## src/hw/rtl/tvc_pkg.sv

```systemverilog
// ----------------------------------------------------------------------------
// tvc_pkg
// Shared types, constants and the quarter-wave sine table of the two-voice
// chorus: sequencer states, control bundles and configuration register codes.
// ----------------------------------------------------------------------------
package tvc_pkg;

  // Voice count; voices are averaged by an arithmetic shift, so it is a
  // power of two.
  localparam int TVC_VOICES      = 2;
  localparam int TVC_VOICE_SHIFT = $clog2(TVC_VOICES);
  localparam int TVC_VIDX_W      = (TVC_VOICES > 1) ? $clog2(TVC_VOICES) : 1;

  // Configuration port.
  localparam int CFG_IDX_W  = 3;
  localparam int CFG_DATA_W = 16;

  localparam int STEP_W  = 16;
  localparam int BASE_W  = 10;
  localparam int SPAN_W  = 10;
  localparam int DEPTH_W = 9;
  localparam int MIX_W   = 9;

  localparam logic [CFG_IDX_W-1:0] CFG_LFO_STEP   = 3'd0;
  localparam logic [CFG_IDX_W-1:0] CFG_BASE_DELAY = 3'd1;
  localparam logic [CFG_IDX_W-1:0] CFG_MOD_SPAN   = 3'd2;
  localparam logic [CFG_IDX_W-1:0] CFG_MOD_DEPTH  = 3'd3;
  localparam logic [CFG_IDX_W-1:0] CFG_WET_MIX    = 3'd4;

  localparam logic [STEP_W-1:0]  RST_LFO_STEP   = 16'd350;
  localparam logic [BASE_W-1:0]  RST_BASE_DELAY = 10'd336;
  localparam logic [SPAN_W-1:0]  RST_MOD_SPAN   = 10'd96;
  localparam logic [DEPTH_W-1:0] RST_MOD_DEPTH  = 9'd128;
  localparam logic [MIX_W-1:0]   RST_WET_MIX    = 9'd128;

  // Unsigned coefficient operand of the shared multiplier.
  localparam int COEF_W = 10;

  // Q8 unity.
  localparam logic [8:0] Q8_ONE = 9'd256;

  // Sine in Q1.15 with a sign bit of its own.
  localparam int SINE_W = 17;

  typedef enum logic [3:0] {
    ST_IDLE,
    ST_LFO,
    ST_MSPAN,
    ST_MDEPTH,
    ST_DELAY,
    ST_ADDR,
    ST_RD0,
    ST_RD1,
    ST_TAP1,
    ST_SUM,
    ST_WET,
    ST_MIXW,
    ST_OUT
  } tvc_state_t;

  typedef struct packed {
    logic en;
    logic clear;
  } mac_ctrl_t;

  typedef struct packed {
    logic wr_en;
    logic rd_en;
    logic advance;
  } dl_ctrl_t;

  localparam logic [15:0] QUARTER_SINE [65] = '{
    16'd0,     16'd804,   16'd1608,  16'd2410,  16'd3212,  16'd4011,  16'd4808,  16'd5602,
    16'd6393,  16'd7179,  16'd7962,  16'd8739,  16'd9512,  16'd10278, 16'd11039, 16'd11793,
    16'd12539, 16'd13279, 16'd14010, 16'd14732, 16'd15446, 16'd16151, 16'd16846, 16'd17530,
    16'd18204, 16'd18867, 16'd19519, 16'd20159, 16'd20787, 16'd21403, 16'd22005, 16'd22594,
    16'd23170, 16'd23731, 16'd24279, 16'd24811, 16'd25329, 16'd25832, 16'd26319, 16'd26790,
    16'd27245, 16'd27683, 16'd28105, 16'd28510, 16'd28898, 16'd29268, 16'd29621, 16'd29956,
    16'd30273, 16'd30571, 16'd30852, 16'd31113, 16'd31356, 16'd31580, 16'd31785, 16'd31971,
    16'd32137, 16'd32285, 16'd32412, 16'd32521, 16'd32609, 16'd32678, 16'd32728, 16'd32757,
    16'd32767
  };

  // The top two bits of the phase pick the quadrant; odd quadrants run the
  // table backwards and the upper half of the cycle is negated.
  function automatic logic signed [SINE_W-1:0] lfo_sine(input logic [7:0] top);
    logic [1:0]               quad;
    logic [5:0]               idx;
    logic [6:0]               k;
    logic signed [SINE_W-1:0] mag;
    quad = top[7:6];
    idx  = top[5:0];
    k    = quad[0] ? (7'd64 - {1'b0, idx}) : {1'b0, idx};
    mag  = $signed({1'b0, QUARTER_SINE[k]});
    return quad[1] ? -mag : mag;
  endfunction

endpackage

```

## src/hw/rtl/tvc_mac.sv

```systemverilog
// ----------------------------------------------------------------------------
// tvc_mac
// Shared multiply-accumulate unit: signed operand times unsigned coefficient,
// either loaded into or added onto a registered accumulator.
// ----------------------------------------------------------------------------
module tvc_mac #(
  parameter int A_W   = 26,
  parameter int ACC_W = 38
) (
  input  logic                          clk,
  input  tvc_pkg::mac_ctrl_t            ctrl,
  input  logic signed [A_W-1:0]         a,
  input  logic [tvc_pkg::COEF_W-1:0]    b,
  output logic signed [ACC_W-1:0]       acc
);
  import tvc_pkg::*;

  logic signed [A_W+COEF_W:0] prod;
  logic signed [ACC_W-1:0]    acc_r;
  logic signed [ACC_W-1:0]    acc_nxt;

  assign prod    = a * $signed({1'b0, b});
  assign acc_nxt = (ctrl.clear ? '0 : acc_r) + ACC_W'(prod);

  always_ff @(posedge clk) begin
    if (ctrl.en) begin
      acc_r <= acc_nxt;
    end
  end

  assign acc = acc_r;

endmodule

```

## config.mk

```make
export PLATFORM = sky130hd
export DESIGN_NAME = tvc_mac
export DESIGN_NICKNAME = d
export VERILOG_FILES = /design/src/hw/rtl/tvc_pkg.sv /design/src/hw/rtl/tvc_mac.sv
export SDC_FILE = /design/constraint.sdc
export NUM_CORES = 1
export LEC_CHECK = 0
export BUFFER_PORTS_ARGS = -buffer_cell sky130_fd_sc_hd__buf_2
export CORE_MARGIN = 2
export CORE_UTILIZATION = 55
export CTS_CLUSTER_DIAMETER = 200
export DETAILED_ROUTE_END_ITERATION = 12
export GPL_ROUTABILITY_DRIVEN = 0
export PLACE_DENSITY = 0.87
export SLEW_MARGIN = 30
export SYNTH_ARGS = -nofsm -noshare
export SYNTH_HDL_FRONTEND = slang
export SYNTH_SLANG_ARGS = --single-unit
```

## constraint.sdc

```tcl
create_clock -name clk -period 9.2 [get_ports clk]
set_input_delay 2.3 -clock clk [delete_from_list [all_inputs] [get_ports clk]]
set_output_delay 2.3 -clock clk [all_outputs]
set_load 0.05 [all_outputs]
```

* After elaboration in Yosys (flattened, before gate mapping) *
Cells that the tools add are included.

word-level totals
  output and inout bits = 38
  register bits = 38

operators by class
  multipliers = 1
  $add $sub $neg = 1
  muxes and demuxes = 1

operators by type and width
  kind                                            number
  38-bit adder                                    1
  38-bit 2-to-1 mux                               1
  26-bit by 11-bit multiplier with 37-bit output  1

* Depth between registers and ports, before layout *
  word-level depth = 2
  depth in mapped cells = 33
  gate-level depth less buffers = 31

* Least setup slack after synthesis *
OpenSTA, ideal clock, no wires.

  path kind = input to register
  start = input port b[2] (netlist bit)
  end = register acc_r[37], in the netlist acc[37] (data pin)
  cell stages on the path = 30
  data arrival time = 9127 ps
  required time = 8932 ps
  path slack = -195 ps
  path through = clkbuf_1 > clkbuf_1 > nand2_1 > fa_1 > fa_1 > fa_1 > inv_1 > fa_1 > inv_1 > fa_1 > inv_1 > ha_1 > or3_4 > o221a_4 > o22ai_4 > o31ai_2 > a221oi_2 > a21oi_2 > a21o_1 > xor2_1 > ha_1 > a21oi_1 > o21bai_1 > a21oi_1 > o21ai_0 > a311oi_2 > nor3b_1 > a221oi_2 > xnor2_1 > xnor3_1

between the ends
  cells in the longest elaborated chain, start to end = 2

RTL lines
  what                                            line           text
  start, declared                                 tvc_mac.sv:13  input logic [tvc_pkg::COEF_W-1:0] b,
  26-bit by 11-bit multiplier with 37-bit output  tvc_mac.sv:22  assign prod = a * $signed({1'b0, b});
  38-bit adder                                    tvc_mac.sv:23  assign acc_nxt = (ctrl.clear ? '0 : acc_r) + ACC_W'(prod);
  via acc_nxt[37]                                 tvc_mac.sv:20  logic signed [ACC_W-1:0] acc_nxt;
  end signal, assigned                            tvc_mac.sv:27  acc_r <= acc_nxt;
  end, declared                                   tvc_mac.sv:19  logic signed [ACC_W-1:0] acc_r;

The timed path passes the listed nets, and every way through them passes these cells.
A chain may end at the register's enable or synchronous reset.

* Worst setup path in the final report *
  start = input port b[5] (netlist bit)
  end = register acc_r[37], in the netlist acc[37] (data pin)

The elaborated chain is that of the path after synthesis.

==> results.yml <==
placement:
  dp_hpwl_um: 24900
  port_buffers: 76
  place_area_um2: 13900
yosys:
  avgSynthCellArea_um2: 9.04
  async_reset_ff_share_pct: 0
  mappedNetlistArea_um2: 12400
  ys_seq_area_share_pct: 9.18
  yosys_warnings: 0
  synth_seq_cells: 38
  syn_nets: 1758
  ys.flop_type: "edfxtp_1"
  synth_cell_types: 58
  postSynthCellCount: 1375
  synth-edff-count: 38
route:
  post-route-drc-count: 0
  drtAntennaViolNets: 0
  via_count: 10200
  vias_per_cell: 5.64
  drt_iter0_drc: 905
  drtPass1Iterations: 5
  drt_wl_total_um: 31500
  wire_per_inst_um: 17.3
run_status:
  violations: "negative setup slack"
  status: "finished, violations left"
clocking:
  clock_latency_ps: 290
  cts_hold_buf: 0
  tritoncts: "done"
  cts_root_buffer: "clkbuf_16"
  htreeDepth: 2
  cts.sinks: 38
  clkSlewWorstSetupHoldPaths_ps: 60
  cts_buffer_depth: 2
  numCtsBuffers: 5
setup_path:
  end_kind: "flop"
  crit_path_start_kind: "input pin"
  crit_path_max_incr_delay_ps: 600
  crit_type: "input pin to flop"
  path_max_fanout: 8
  crit_required_ps: 9230
  critical-path-slowest-cell: "fa_1"
  crit_top_cell: "fa_1"
  worst_ep_arrival_time_ps: 9260
timing:
  setup_slack_ps: -27.2
  slew_headroom_pct: 37.7
  whs_ps: 719
  finalSetupTns_ps: -27.2
  setup_viol: 1
  rsz0062_at_grt: "true"
  finalClockSkew_ps: 4.66
  max_freq_mhz: 108
  worstMarginPinSlew_ps: 935
  period_minus_slack_ps: 9230
  fin_crit_sh_pct: 100
  slew_violations: 0
  finalHoldViolations: 0
floorplanning:
  die_area_um2: 23800
  core_um2: 22400
  row_count: 55
  start_util_pct: 55.4
  dieWidth_um: 154
  die_h_um: 154
  boundaryPins: 77
final_layout:
  diodes: 0
  syn_to_final_growth_pct: 15.8
  nNetsFinal: 1914
  fin_area_um2: 14400
  largest_reg_flops: 38
  drive_gt1_share_pct: 17.6
global_route:
  grt_usage_pct: 25.9
  grt_start_max_net_pins: 39
  overflow: 0
  grt_pass1_vias: 11000
  antenna_found_initial: 0
  grt_pass1_wl_um: 50600
worst_hold_path:
  min_path_type: "flop to flop"
flow_run:
  maxCapViolations: 0
worst max-delay path, delay by kind of cell:
kind,cells,cell delay (ps)
buf+inv,8,790
simple gates,3,400
fa+ha+maj,7,3170
compound gates,11,2020
xor+xnor,3,570
logic make-up (layout without fill, tap and decap cells):
family / Yosys count / count (layout) / synth area share (%)
AOI/OAI and AO/OA: 196 / 196 / 11.2
muxes: 2 / 2 / 0.161
buffers and inverters: 327 / 484 / 9.87
adders and majority gates: 344 / 344 / 48.3
and+or+nand+nor: 398 / 398 / 16.3
DFF: 38 / 38 / 9.18
xor gates and xnor gates: 70 / 70 / 5.04
what timing repair did:
| item | CTS | global route |
|---|---|---|
| setup endpoints to repair | 2 | 11 |
| hold endpoints to repair | 0 | 0 |
| setup buffers | 0 | 12 |
| pin swaps | 2 | 44 |
| cloned | 0 | 2 |
| resized for setup | 2 | 63 |
Yosys cell counts (2+ instances only):
cell	n	area share [%]
o21ai_1	7	0.28
and3_1	10	0.50
o21bai_1	12	0.72
a21o_1	40	2.4
ha_1	118	12
a21oi_1	49	2.0
nand2_1	168	5.1
o2111ai_1	2	0.14
o31ai_1	2	0.12
nand3_1	6	0.24
clkbuf_1	54	1.6
a221oi_2	2	0.24
xnor2_1	45	3.2
a2111oi_0	2	0.14
nor2b_1	47	2.4
and2_1	126	6.3
o21a_1	7	0.42
nor3_1	5	0.20
a41oi_1	3	0.21
fa_1	226	36
nand2b_1	8	0.40
a211oi_1	13	0.78
edfxtp_1	38	9.2
xor2_1	24	1.7
o21ai_0	23	0.93
mux2i_1	2	0.16
a31oi_1	7	0.35
nand4_1	3	0.15
and4_1	2	0.14
a221oi_1	2	0.14
o211ai_1	4	0.24
a31o_2	2	0.14
nor2_1	18	0.54
a211o_1	2	0.14
inv_1	273	8.2
stage by stage:
step	util, %	setup WS (ps)	std cells
floorplan	-	17.9	1375
global placement	61.9	-88.9	1795
detailed placement	61.9	-265	1795
CTS	62.5	23.0	1803
global route	64.2	-241	1817
finish	64.2	-27.2	1817
layer usage:
layer	vias to the layer above	track usage (%)	wire length (um)
met3	125	2.61	1730
met1	5095	31.5	12000
li1	4603	-	-
met2	422	48.4	16500
met4	0	8.60	1220
met5	-	0	0
layout by cell type, fill, tap and decap left out, types with 6 or more instances in the layout:
cell type / instances
xor2_1: 22
a211oi_1: 8
o21ai_1: 7
buf_4: 123
o21ai_0: 19
nand3_1: 6
inv_1: 271
nor2b_1: 46
ha_1: 115
buf_2: 70
o21bai_1: 11
edfxtp_1: 38
a31oi_1: 7
nand2_1: 168
xnor2_1: 43
clkbuf_16: 7
nor2_1: 17
and2_1: 124
a21oi_2: 13
a21o_1: 40
nand2b_1: 8
o21a_1: 7
a21oi_1: 37
fa_1: 223
and3_1: 10
layout make-up:
class / count / area [um^2]
clock buffer: 6 / 129
timing repair buffer: 203 / 1460
fill: 1629 / 8030
tap: 285 / 357
clock inverter: 2 / 8.76
multi-input combinational: 1010 / 10300
sequential: 38 / 1140
inverter: 273 / 1020
worst paths after layout:
kind | startpoint | end | depth (start not counted) | slack (ps)
setup / recovery | b[5] | acc[37] | 32 | -30
hold / removal | acc[0] | acc[0] | 2 | 720
setup reg to reg | acc[0] | acc[18] | 12 | 5710
hold reg to reg | acc[0] | acc[0] | 2 | 720
Power is not shown: default switching activity piles up to over one toggle a cycle in this logic, so the estimate is an artifact.
